[src/design/dpor_pkg.sv]
// Package: shared constants and types for the partial-order-reduction engine.
package dpor_pkg;

    localparam int MAX_DEPTH_DEF = 256;
    localparam int MAX_STACK_DEF = 1024;
    localparam int THREADS_DEF   = 32;

    localparam logic [2:0] REQ_RESET     = 3'd0;
    localparam logic [2:0] REQ_RECORD    = 3'd1;
    localparam logic [2:0] REQ_SET_ALT   = 3'd2;
    localparam logic [2:0] REQ_ANALYZE   = 3'd3;
    localparam logic [2:0] REQ_POP       = 3'd4;
    localparam logic [2:0] REQ_SLEEP_ADD = 3'd5;
    localparam logic [2:0] REQ_SLEEP_QRY = 3'd6;
    localparam logic [2:0] REQ_SLEEP_PRP = 3'd7;

    typedef struct packed {
        logic [4:0] tid;
        logic [8:0] res;
        logic       pas;
    } act_t;

    function automatic logic depends(input logic [8:0] ra, input logic pa,
                                     input logic [8:0] rb, input logic pb);
        depends = (ra == rb) && !ra[8] && !(pa && pb);
    endfunction

endpackage

[src/design/dpor_alt_table.sv]
// Per-thread table of pending alternative actions with a dependency check port.
module dpor_alt_table #(
    parameter int THREADS = dpor_pkg::THREADS_DEF
) (
    input  logic                clk,
    input  logic                rst_n,
    input  logic                wr_en,
    input  logic [4:0]          wr_tid,
    input  logic                wr_elig,
    input  logic [8:0]          wr_res,
    input  logic                wr_pas,
    input  logic [4:0]          rd_tid,
    input  dpor_pkg::act_t      hist,
    output logic                hit
);
    logic [31:0]        elig_reg;
    logic [8:0]         res_reg [32];
    logic               pas_reg [32];
    logic [4:0]         idx;
    logic               wr_ok;

    assign wr_ok = wr_en && (32'(wr_tid) < THREADS);

    always_ff @(posedge clk or negedge rst_n)
    begin
        if (!rst_n)
        begin
            elig_reg <= '0;
        end
        else if (wr_ok)
        begin
            elig_reg[wr_tid] <= wr_elig;
        end
    end

    always_ff @(posedge clk)
    begin
        if (wr_ok)
        begin
            res_reg[wr_tid] <= wr_res;
            pas_reg[wr_tid] <= wr_pas;
        end
    end

    assign idx = rd_tid;

    // Compare one history action against one thread's pending action.
    always_comb
    begin
        hit = 1'b0;
        if (32'(idx) < THREADS)
        begin
            hit = elig_reg[idx] && (idx != hist.tid) &&
                  dpor_pkg::depends(hist.res, hist.pas, res_reg[idx], pas_reg[idx]);
        end
    end
endmodule

[config.mk]
export PLATFORM = sky130hd
export DESIGN_NAME = dpor_alt_table
export DESIGN_NICKNAME = d
export VERILOG_FILES = /design/src/design/dpor_pkg.sv /design/src/design/dpor_alt_table.sv
export SDC_FILE = /design/constraint.sdc
export NUM_CORES = 1
export LEC_CHECK = 0
export ABC_AREA = 1
export BUFFER_PORTS_ARGS = -buffer_cell sky130_fd_sc_hd__buf_2
export CORE_ASPECT_RATIO = 0.75
export CORE_MARGIN = 2
export CORE_UTILIZATION = 55
export CTS_CLUSTER_DIAMETER = 60
export DETAILED_ROUTE_END_ITERATION = 10
export GPL_TIMING_DRIVEN = 0
export HOLD_SLACK_MARGIN = 0.02
export PLACE_DENSITY = 0.74
export SLEW_MARGIN = 20
export SYNTH_ARGS = -nofsm -noshare
export SYNTH_HDL_FRONTEND = slang
export SYNTH_SLANG_ARGS = --single-unit
[constraint.sdc]
create_clock -name clk -period 2.3 [get_ports clk]
set_clock_uncertainty 0.15 [all_clocks]
set_input_delay 0.345 -clock clk [delete_from_list [all_inputs] [get_ports clk]]
set_output_delay 0.345 -clock clk [all_outputs]
set_load 0.02 [all_outputs]
==> reports/metrics.yaml, run 1 <==
max_freq_mhz: 368
drt_first_pass_iters: 6
crit_path_max_incr_delay_ns: 0.23
end_kind: "output port"
antenna_violating_nets_post_route: 0
violations_in_the_final_reports: "setup timing"
fin_nets: 1464
placed_cell_area_um2: 15700
vdd_drop_max_mv: 0.553
setup-violations-final: 1
grt_antenna_before_repair: 0
setup.worst_path.start_class: "input pin"
yosysUniqueCellTypes: 25
buffer_ports.inserted: 35
via_count: 11100
period_share: 1.18
syn-instance-count: 1336
die_h_um: 146
timing.final.crit_period_ns: 2.72
power.share.combinational: 0.091
grt_pass1_vias: 10300
largest_register_ffs: 288
max_slew.worst_pin.slew_ns: 0.988
clkTransAtPathRegs_ns: 0.06
worst_path_most_repeated_cell: "nor2_1"
initial_utilization: 0.564
synth.avg_cell_area_um2: 11.1
max-cap-violations: 0
synth_seq_area_share: 0.703
power.density_nw_per_um2: 819
insertedDiodeCount: 0
worst-path-max-fanout: 10
cp_num_buf_inv: 5
power_switching_mw: 3.35
cts-buffers-inserted: 35
clock_tree.buffer_depth: 3
tritoncts: "yes"
global_route.overflow_total: 0
post-place-cells: 1731
rsz0062_at_grt: "yes"
clock_tree.htree_level_count: 2
dpl_worst_slack_ns: -0.783
gp_congestion: 0.907
synth_area_leader_cell: "edfxtp_1"
grtUsageTotal: 0.318
drc: 0
cts-root-buf: "clkbuf_16"
totalPowerFinal_mw: 13.9
floorplan.core_area_um2: 26200
final-instance-count-excl-fill: 1794
crit_family: "simple AND/OR/NAND/NOR gates"
mappedNetlistArea_um2: 14800
power_frac_seq: 0.520
place.detailed.hpwl_mm: 29.3
io-pin-count: 40
post-route-worst-setup-slack_ns: -0.421
yosys-top-cells-area: "edfxtp_1, nand2_1, nand3_1"
clock_sinks: 352
detailedRoute.firstIterationViolations: 1752
wl_per_cell_um: 25.2
syn_nets: 1375
cpMaxStageDelayCell: "buf_4"
floorplan.die_area_um2: 28300
leakage_nw: 6.41
grt_first_pass_wirelength_mm: 65.3
worst-endpoint-arrival_ns: 2.23
synth.ff_latch_count: 352
postRouteWirelength_mm: 45.3
area_growth_pct: 15.0
power.share.clock: 0.389
cp_cell_sequence: "buf_2 > inv_2 > buf_6 > buf_4 > nor2_1 > o21ai_0 > nand3_1 > nand2_1 > nand3_1 > nand3_2 > nand3_4 > nor2_1 > nand2_1 > nor2_1 > buf_4"
avgViaCountPerCell: 6.21
slew_violations: 0
finalHoldViolCount: 0
slew_headroom: 0.340
std_cell_rows: 51
run_status: "finished with violations"
grt_max_degree: 33
worst-setup-path-type: "in2out"
cp_data_required_time_ns: 1.80
yosys_warnings: 0
intPower_mw: 10.6
post-cts-setup-buffers: 0
timing.hold.worst.class: "in2reg"
layout.core_utilization: 0.649
power_switching_share: 0.240
synth_largest_type_area_fraction: 0.649
clock_insertion_delay_worst_skew_ns: 0.51
final_layout_size_suffix_gt1_frac: 0.158
post-route-cell-area_um2: 17000
chipWidth_um: 193
==> cell usage in the layout (no fill, tap or decap), types with 10 or more instances in the layout <==
| cell type | netlist | final |
|---|---|---|
| buf_2 | 30 | 49 |
| inv_1 | 37 | 37 |
| buf_4 | 10 | 19 |
| buf_6 | 16 | 28 |
| clkinv_1 | 3 | 12 |
| nand3_1 | 239 | 226 |
| nand2_1 | 431 | 424 |
| nor2_1 | 90 | 56 |
| o211ai_1 | 10 | 10 |
| dfrtp_1 | 32 | 32 |
| clkbuf_16 | 0 | 37 |
| a21oi_1 | 26 | 24 |
| buf_8 | 0 | 12 |
| nor3_1 | 11 | 11 |
| nor2_2 | 0 | 32 |
| o21ai_0 | 37 | 35 |
| nand3_2 | 0 | 12 |
| edfxtp_1 | 320 | 320 |
==> cells in the mapped netlist (all sizes together) <==
master  number
dfrtp       32
xnor2        1
nor2        90
nand3b       6
o211ai      10
buf         62
clkbuf      13
a21oi       26
xor2         4
edfxtp     320
nor3        11
nand2      431
a31o         1
inv         39
o22ai        3
nand3      239
clkinv       3
o21ai       45
==> metrics by stage <==
step	TNS, ns	hold slack (ns)
global route	-0.474	0.131
CTS	-0.344	0.0578
finish	-0.421	0.0766
global placement	-94.02	0.298
detailed placement	-1.78	0.314
floorplan	0	-0.101
==> power groups by stage <==
stage | registers (mW) | clock network, mW | logic (mW)
floorplan | 7.37 | 0 | 0.690
global placement | 7.38 | 0 | 1.11
detailed placement | 7.39 | 0 | 1.17
CTS | 7.25 | 5.41 | 1.20
global route | 7.27 | 5.64 | 1.37
finish | 7.25 | 5.43 | 1.27
==> worst reg2reg max path: stages (launching register included) <==
cell     delay, ns
dfrtp_1       0.38
inv_1         0.07
o21ai_0       0.11
==> layout make-up <==
type                    instances  area (um2)
flip-flops and latches        352       10400
fillers                      1964        9210
multi-input cells             867        3960
clock buffers                  42         945
plain buffers                  75         588
well taps                     344         430
repair buffers                 52         402
inverters                      42         166
clock inverters                20         118
==> what timing repair did <==
action                                  4_1_cts  5_1_grt
pin swaps                                     6        4
endpoints found under the hold margin        32        0
hold buffers                                  1        0
endpoints found under the setup margin        1        1
resized for setup                            51       28
==> layer usage <==
layer	vias to the layer above	global-route usage	wire, um
li1	4806	-	-
met1	5286	0.471	17300
met2	920	0.453	18900
met3	130	0.0919	7370
met4	0	0.114	1690
met5	-	0	0
==> path summary, 6_finish.rpt <==
check / from / endpoint / slack, ns / cells after the start
worst max-delay path: rd_tid[1] / hit / -0.42 / 15
worst min-delay path: wr_elig / elig_reg[26]$_DFFE_PN0P_ / 0.08 / 3
worst max register to register: elig_reg[13]$_DFFE_PN0P_ / elig_reg[13]$_DFFE_PN0P_ / 1.40 / 2
worst min register to register: elig_reg[4]$_DFFE_PN0P_ / elig_reg[4]$_DFFE_PN0P_ / 0.39 / 2
max in group asynchronous: rst_n / elig_reg[31]$_DFFE_PN0P_ / 1.20 / 2
min in group asynchronous: rst_n / elig_reg[16]$_DFFE_PN0P_ / 0.29 / 2
==> cell families after synthesis <==
family	Yosys count	synth area share
simple gates	777	0.220
flops	352	0.703
buf+inv	117	0.0431
compound gates	85	0.0309
xor+xnor	5	0.00296
Note: power is estimated with default switching activity, not from simulation.
==> inputs of run 2 (changes only) <==
--- a/config.mk
+++ b/config.mk
@@ -5,7 +5,6 @@
 export SDC_FILE = /design/constraint.sdc
 export NUM_CORES = 1
 export LEC_CHECK = 0
-export ABC_AREA = 1
 export BUFFER_PORTS_ARGS = -buffer_cell sky130_fd_sc_hd__buf_2
 export CORE_ASPECT_RATIO = 0.75
 export CORE_MARGIN = 2
==> run 2 against run 1 <==
The flow still finishes with violations (setup timing). Worst setup slack got worse by 0.87 ns. Global-route usage decreased by 4.6 points. Design area decreased by 5.1%. Register-to-register slack got worse by 0.04 ns. Clock power increased by 6.8%. Flip-flop and latch count unchanged. Critical path type unchanged. Critical endpoint unchanged. Largest cell class unchanged. Highest routed layer unchanged.
==> reports/metrics.yaml, run 2 <==
clkTransAtPathRegs_ns: 0.07  # about the same
dpl_worst_slack_ns: -1.75  # -0.966 ns
mappedNetlistArea_um2: 14000  # -5.5%
crit_family: "buffers and inverters"
synth-edff-count: 320  # unchanged
post-route-cell-area_um2: 16100  # -5.1%
global_route.overflow_total: 0  # unchanged
worstRegToRegCells: 1  # -1
yosys-top-cells-area: "edfxtp_1, mux4_2, dfrtp_1"
io-pin-count: 40  # unchanged
final_layout_size_suffix_gt1_frac: 0.348  # +0.190
rr_endpoint: "elig_reg[27]$_DFFE_PN0P_"
ys_top_cells_by_count: "edfxtp_1, mux4_2, nor2_1"
power_frac_seq: 0.518  # -0.002
cp_data_required_time_ns: 1.80  # about the same
power_switching_share: 0.209  # -0.0315
via_count: 7686  # -31%
max_freq_mhz: 278  # -24%
die_h_um: 142  # -2.7%
slew_headroom: 0.359  # +0.0188
synth_xor_area_frac: 0.00752  # +0.00456
synth_flop_cell: "edfxtp_1"
async_flop_share: 0.0909  # unchanged
postRouteWirelength_mm: 35.6  # -21%
initial_utilization: 0.560  # -0.00413
combinational_family_with_the_most_area_after_synthesis: "multiplexers"
totalPowerFinal_mw: 14.0  # +0.15%
clock_tree.htree_level_count: 2  # unchanged
yosysUniqueCellTypes: 42  # +68%
intPower_mw: 11.1  # +4.3%
syn-instance-count: 706  # -47%
chipWidth_um: 188  # -2.7%
insertedDiodeCount: 0  # unchanged
grt_antenna_before_repair: 0  # unchanged
power_switching_mw: 2.91  # -13%
simple_gate_share_of_the_synthesized_area: 0.0438  # -0.176
synth_seq_area_share: 0.744  # +0.0411
min_from: "wr_res[6]"
synth_area_leader_cell: "edfxtp_1"
cp_num_buf_inv: 4  # -1
grt_first_pass_wirelength_mm: 51.3  # -21%
area_growth_pct: 15.5
detailedRoute.firstIterationViolations: 1264  # -28%
timing.final.crit_period_ns: 3.59  # +0.871 ns
clock_sinks: 352  # unchanged
max-cap-violations: 0  # unchanged
cts-buffers-inserted: 34  # -2.9%
leakage_nw: 5.33  # -17%
avgViaCountPerCell: 6.65  # +7.1%
synth.ff_latch_count: 352  # unchanged
grt_pass1_vias: 7581  # -26%
floorplan.core_area_um2: 25000  # -4.8%
synth.mux.area_fraction: 0.165  # +0.165
syn_nets: 745  # -46%
final_common_cell: "edfxtp_1"
wl_per_cell_um: 30.8  # +22%
crit_path_max_incr_delay_ns: 0.46  # +0.23 ns
largest_register_ffs: 288  # unchanged
rr_startpoint: "elig_reg[27]$_DFFE_PN0P_"
cpMaxStageDelayCell: "nor4_4"
grt_max_degree: 33  # unchanged
tritoncts: "yes"
regArea_um2: 10400  # unchanged
rsz0062_at_grt: "yes"
layout_common_cells: "edfxtp_1, mux4_2, clkbuf_16"
synth_compound_gate_area_share: 0.0237  # -0.00723
gp_congestion: 0.993  # +9.4%
grtUsageTotal: 0.273  # -0.0456
layout.core_utilization: 0.647  # -0.00220
end_kind: "output port"
cp_cell_sequence: "clkbuf_1 > clkbuf_2 > clkbuf_2 > nand4_1 > o2111ai_2 > nand4_1 > nor4_4 > and4_4 > buf_6"
synth.avg_cell_area_um2: 19.8  # +79%
drc: 0  # unchanged
min_delay_worst_endpoint: "res_reg[26][6]$_DFFE_PP_"
finalHoldViolCount: 0  # unchanged
fin_nets: 830  # -43%
multiInputGateArea_um2: 3480  # -12%
num-fill-cells: 1624  # -17%
min_delay_path_depth: 1  # -2
clock_insertion_delay_worst_skew_ns: 0.50  # about the same
drt_first_pass_iters: 10  # +4
max_slew.worst_pin.slew_ns: 0.960  # -0.0281 ns
std_cell_rows: 50  # -2.0%
power.density_nw_per_um2: 865  # +5.6%
violations_in_the_final_reports: "setup timing"
slew_violations: 0  # unchanged
yosys_warnings: 0  # unchanged
synth_largest_type_area_fraction: 0.687  # +0.0379
antenna_violating_nets_post_route: 0  # unchanged
setup.worst_path.start_class: "input pin"
power.share.combinational: 0.067  # -0.024
clock_tree.buffer_depth: 3  # unchanged
vdd_drop_max_mv: 0.551  # -0.43%
run_status: "finished with violations"
synth.most_common_cell: "edfxtp_1"
synthAdderAreaFrac: 0  # unchanged
setup-violations-final: 1  # unchanged
setup.reg_to_reg.worst_slack_ns: 1.36  # -0.04 ns
post-route-worst-setup-slack_ns: -1.29  # -0.871 ns
floorplan.die_area_um2: 26700  # -5.4%
worst-endpoint-arrival_ns: 3.10  # +0.87 ns
timing.hold.worst.class: "in2reg"
worst-path-max-fanout: 10  # unchanged
period_share: 1.56  # +0.379
buffer_ports.inserted: 34  # -2.9%
place.detailed.hpwl_mm: 22.9  # -22%
cts-root-buf: "clkbuf_16"
placed_cell_area_um2: 14800  # -5.8%
worst-setup-path-type: "in2out"
power.share.clock: 0.415  # +0.026
==> run 2: logic make-up (layout without fill, tap and decap cells) <==
kind of cell	count (synthesis)	count (layout)
muxes	131	131
DFF	352	352
xor gates and xnor gates	12	12
and+or+nand+nor	125	125
buffers and inverters	40	151
AOI/OAI and AO/OA	46	46
==> run 2: power groups by stage <==
stage          Sequential [mW]  Combinational (mW)  Clock, mW
2_1_floorplan             7.34               0.538          0
3_3_place_gp              7.35               0.840          0
3_5_place_dp              7.37               0.884          0
4_1_cts                   7.23               0.910       5.84
5_1_grt                   7.25               0.991       6.10
6_report                  7.23               0.940       5.80
==> run 2: layer usage <==
metal,vias to the layer above,part of all wire,GRT usage,wire [um]
met1,4015,0.39,0.392,13900
met5,-,0,0,0
met2,519,0.46,0.415,16400
li1,3060,-,-,-
met3,92,0.12,0.0722,4110
met4,0,0.033,0.0879,1190
==> run 2: worst max path at each step <==
stage / end / slack [ns] / cells after the start / start
2_1_floorplan: hit / -0.49 / 9 / rd_tid[1]
3_3_place_gp: hit / -1.81 / 8 / rd_tid[3]
3_5_place_dp: hit / -1.75 / 9 / rd_tid[4]
4_1_cts: hit / -1.36 / 8 / res_reg[31][0]$_DFFE_PP_
5_1_grt: hit / -1.27 / 8 / pas_reg[4]$_DFFE_PP_
6_report: hit / -1.29 / 9 / rd_tid[4]
==> run 2: layout make-up <==
type	count	share of cell area
timing repair buffer	49	0.0217
buffer	36	0.0178
tap	338	0.0262
multi-input combinational	314	0.216
sequential	352	0.645
clock buffer	46	0.0619
inverter	4	0.00116
clock inverter	16	0.0109
==> run 2: repair_timing <==
action                                  in CTS  in global routing
hold endpoints to repair                    34                  0
gates cloned                                 0                  0
pin swaps                                    3                  7
gates resized for setup                     15                 32
endpoints found under the setup margin       1                  1
hold buffers                                 2                  0
buffers inserted                             2                  0
==> run 2: stage by stage <==
step	hold slack (ns)	instances	TNS (ns)
4_1_cts	0.188	1155	-1.36
3_3_place_gp	0.278	1078	-95.38
5_1_grt	0.227	1155	-1.27
3_5_place_dp	0.289	1089	-16.38
6_report	0.189	1155	-1.29
2_1_floorplan	-0.101	706	-0.491
==> inputs of run 3 (changes only) <==
--- a/config.mk
+++ b/config.mk
@@ -5,6 +5,7 @@
 export SDC_FILE = /design/constraint.sdc
 export NUM_CORES = 1
 export LEC_CHECK = 0
+export ABC_AREA = 1
 export BUFFER_PORTS_ARGS = -buffer_cell sky130_fd_sc_hd__buf_2
 export CORE_ASPECT_RATIO = 0.75
 export CORE_MARGIN = 2
==> constraint.sdc (replaced) <==
create_clock -name clk -period 2.3 [get_ports clk]
set_clock_uncertainty 0.15 [all_clocks]
set_input_delay 0.575 -clock clk [delete_from_list [all_inputs] [get_ports clk]]
set_output_delay 0.575 -clock clk [all_outputs]
set_load 0.02 [all_outputs]
==> run 3 against run 2 <==
The flow still finishes with violations (setup timing). Hold slack better by 0.049 ns. Flip-flop and latch count unchanged. Worst setup slack better by 0.54 ns. Critical path depth up 6. Register-to-register slack better by 0.07 ns. Clock power down 14%. Critical path type unchanged. Total power down 1.7%. Count of clock-buffer cells in the layout up 2. First-iteration DRC count up 60%. Highest routed layer is now met5.
==> reports/metrics.yaml, run 3 (synthesized netlist as in run 1, its figures left out) <==
setup.worst_path.start_class: "input pin"
floorplan.die_area_um2: 28300  # +5.7%
top_metal_layer_carrying_routed_signals: "met5"
clkTransAtPathRegs_ns: 0.07  # about the same
grt_pass1_vias: 10400  # +37%
max-cap-violations: 0  # unchanged
area_growth_pct: 21.3
end_kind: "output port"
hold-worst-slack_ns: 0.238  # +0.0488 ns
final-instance-count-excl-fill: 1807  # +56%
tritoncts: "yes"
grt_first_pass_wirelength_mm: 65.2  # +27%
wl_per_cell_um: 26.2  # -15%
via_count: 11300  # +47%
insertedDiodeCount: 0  # unchanged
routedLengthMet1_mm: 17.5  # +25%
layout_common_cells: "nand2_1, edfxtp_1, nand3_1"
grt_max_degree: 33  # unchanged
regArea_um2: 10400  # unchanged
antenna_violating_nets_post_route: 0  # unchanged
num-fill-cells: 1804  # +11%
critical_path.startpoint: "rd_tid[0]"
violations_in_the_final_reports: "setup timing"
largest_register_ffs: 288  # unchanged
grt_antenna_before_repair: 1  # +1
cts-root-buf: "clkbuf_16"
die_h_um: 146  # +2.8%
slew_violations: 0  # unchanged
drt_first_pass_iters: 6  # -4
clock_tree.htree_level_count: 1  # -1
tns_ns: -0.748  # +0.544 ns
drc: 0  # unchanged
io-pin-count: 40  # unchanged
postRouteWirelength_mm: 47.3  # +33%
multiInputGateArea_um2: 4160  # +19%
initial_utilization: 0.564  # +0.00413
cp_data_required_time_ns: 1.57  # -0.23 ns
worst-path-max-fanout: 10  # unchanged
chipWidth_um: 193  # +2.8%
post-route-worst-setup-slack_ns: -0.748  # +0.544 ns
rsz0062_at_grt: "yes"
leakage_nw: 6.78  # +27%
cts-buffers-inserted: 31  # -8.8%
setup-violations-final: 1  # unchanged
layout.core_utilization: 0.685  # +0.0377
final_common_cell: "nand2_1"
power.density_nw_per_um2: 765  # -12%
grtUsageTotal: 0.318  # +0.0452
fin_nets: 1478  # +78%
post-place-cells: 1728  # +59%
totalPowerFinal_mw: 13.7  # -1.7%
max_freq_mhz: 328  # +18%
slew_headroom: 0.328  # -0.0315
clock_insertion_delay_worst_skew_ns: 0.57  # +0.07 ns
clock_sinks: 352  # unchanged
max_slew.worst_pin.slew_ns: 1.01  # +0.0472 ns
worst-endpoint-arrival_ns: 2.32  # -0.78 ns
timing.hold.worst.class: "in2reg"
run_status: "finished with violations"
wl_met2_mm: 20.2  # +23%
buffer_ports.inserted: 35  # +2.9%
period_share: 1.33  # -0.237
gp_congestion: 0.935  # -5.8%
min_from: "wr_elig"
place.detailed.hpwl_mm: 28.7  # +25%
rr_startpoint: "elig_reg[11]$_DFFE_PN0P_"
worst-setup-path-type: "in2out"
vdd_drop_max_mv: 0.670  # +22%
detailedRoute.firstIterationViolations: 2023  # +60%
floorplan.core_area_um2: 26200  # +5.1%
std_cell_rows: 51  # +2.0%
global_route.overflow_total: 0  # unchanged
final_layout_size_suffix_gt1_frac: 0.194  # -0.153
route.met3.wl_mm: 7.81  # +90%
clock_tree.buffer_depth: 3  # unchanged
avgViaCountPerCell: 6.24  # -6.3%
finalHoldViolCount: 0  # unchanged
timing.final.crit_period_ns: 3.05  # -0.544 ns
[run 3: cell count changes in the layout (fill, tap and decap cells not counted), sizes merged, moves of 19 or more]
cell / before / now
mux2: 35 / 0
a21oi: 7 / 26
o21ai: 8 / 45
nand3: 10 / 239
mux4: 75 / 0
nand2: 34 / 431
nor2: 39 / 90
buf: 67 / 116
mux2i: 21 / 0
inv: 3 / 42
[run 3: path summary, 6_finish.rpt]
kind,cells after the start,slack [ns],endpoint
worst max-delay path,15,-0.75,hit
worst max register to register,2,1.43,elig_reg[11]$_DFFE_PN0P_
max in group asynchronous,2,1.09,elig_reg[31]$_DFFE_PN0P_
min in group asynchronous,2,0.43,elig_reg[19]$_DFFE_PN0P_
worst min register to register,2,0.38,elig_reg[0]$_DFFE_PN0P_
worst min-delay path,3,0.24,elig_reg[26]$_DFFE_PN0P_
[run 3: metrics by stage]
| stage | setup slack [ns] | instance area [um2] |
|---|---|---|
| after floorplan | -0.294 | 14800 |
| after global placement | -1.20 | 15400 |
| after detailed placement | -1.22 | 15700 |
| after CTS | -0.661 | 17300 |
| after global routing | -0.844 | 18000 |
| final | -0.748 | 18000 |
[run 3: where the power goes]
| part | switching (mW) | internal (mW) | total [mW] |
|---|---|---|---|
| sequential | 0.0726 | 7.18 | 7.25 |
| combinational | 0.961 | 0.539 | 1.50 |
| clock | 2.25 | 2.73 | 4.98 |
[run 3: area by class of cell]
class                   count  area share
plain buffers              75      0.0516
clock buffers              48      0.0512
clock inverters             9     0.00230
inverters                  42      0.0111
multi-input cells         867       0.232
flip-flops and latches    352       0.580
well taps                 344      0.0240
repair buffers             69      0.0479
repair inverters            1    0.000627
[run 3: worst max-delay path, stage by stage]
cell and delay [ns]:
clkbuf_16 0.15, buf_12 0.15, buf_12 0.15, nor2_4 0.09
nor2_1 0.05, o21ai_2 0.05, nand2_1 0.09, a21oi_2 0.17
nand3_2 0.13, nand3_4 0.11, nand3_4 0.10, nor2_1 0.12
nand2_1 0.10, nor2_4 0.14, buf_6 0.13
[run 3: layer usage]
metal | track usage | up-vias
li1 | - | 4847
met1 | 0.458 | 5360
met2 | 0.450 | 928
met3 | 0.107 | 136
met4 | 0.121 | 2
met5 | 0 | -
[run 3: what timing repair did]
item / in CTS / in global routing
hold endpoints to repair: 32 / 0
endpoints found under the setup margin: 1 / 1
cloned: 6 / 13
setup buffers: 0 / 2
gates resized for setup: 151 / 82
hold buffers: 1 / 0
pin swaps: 30 / 31
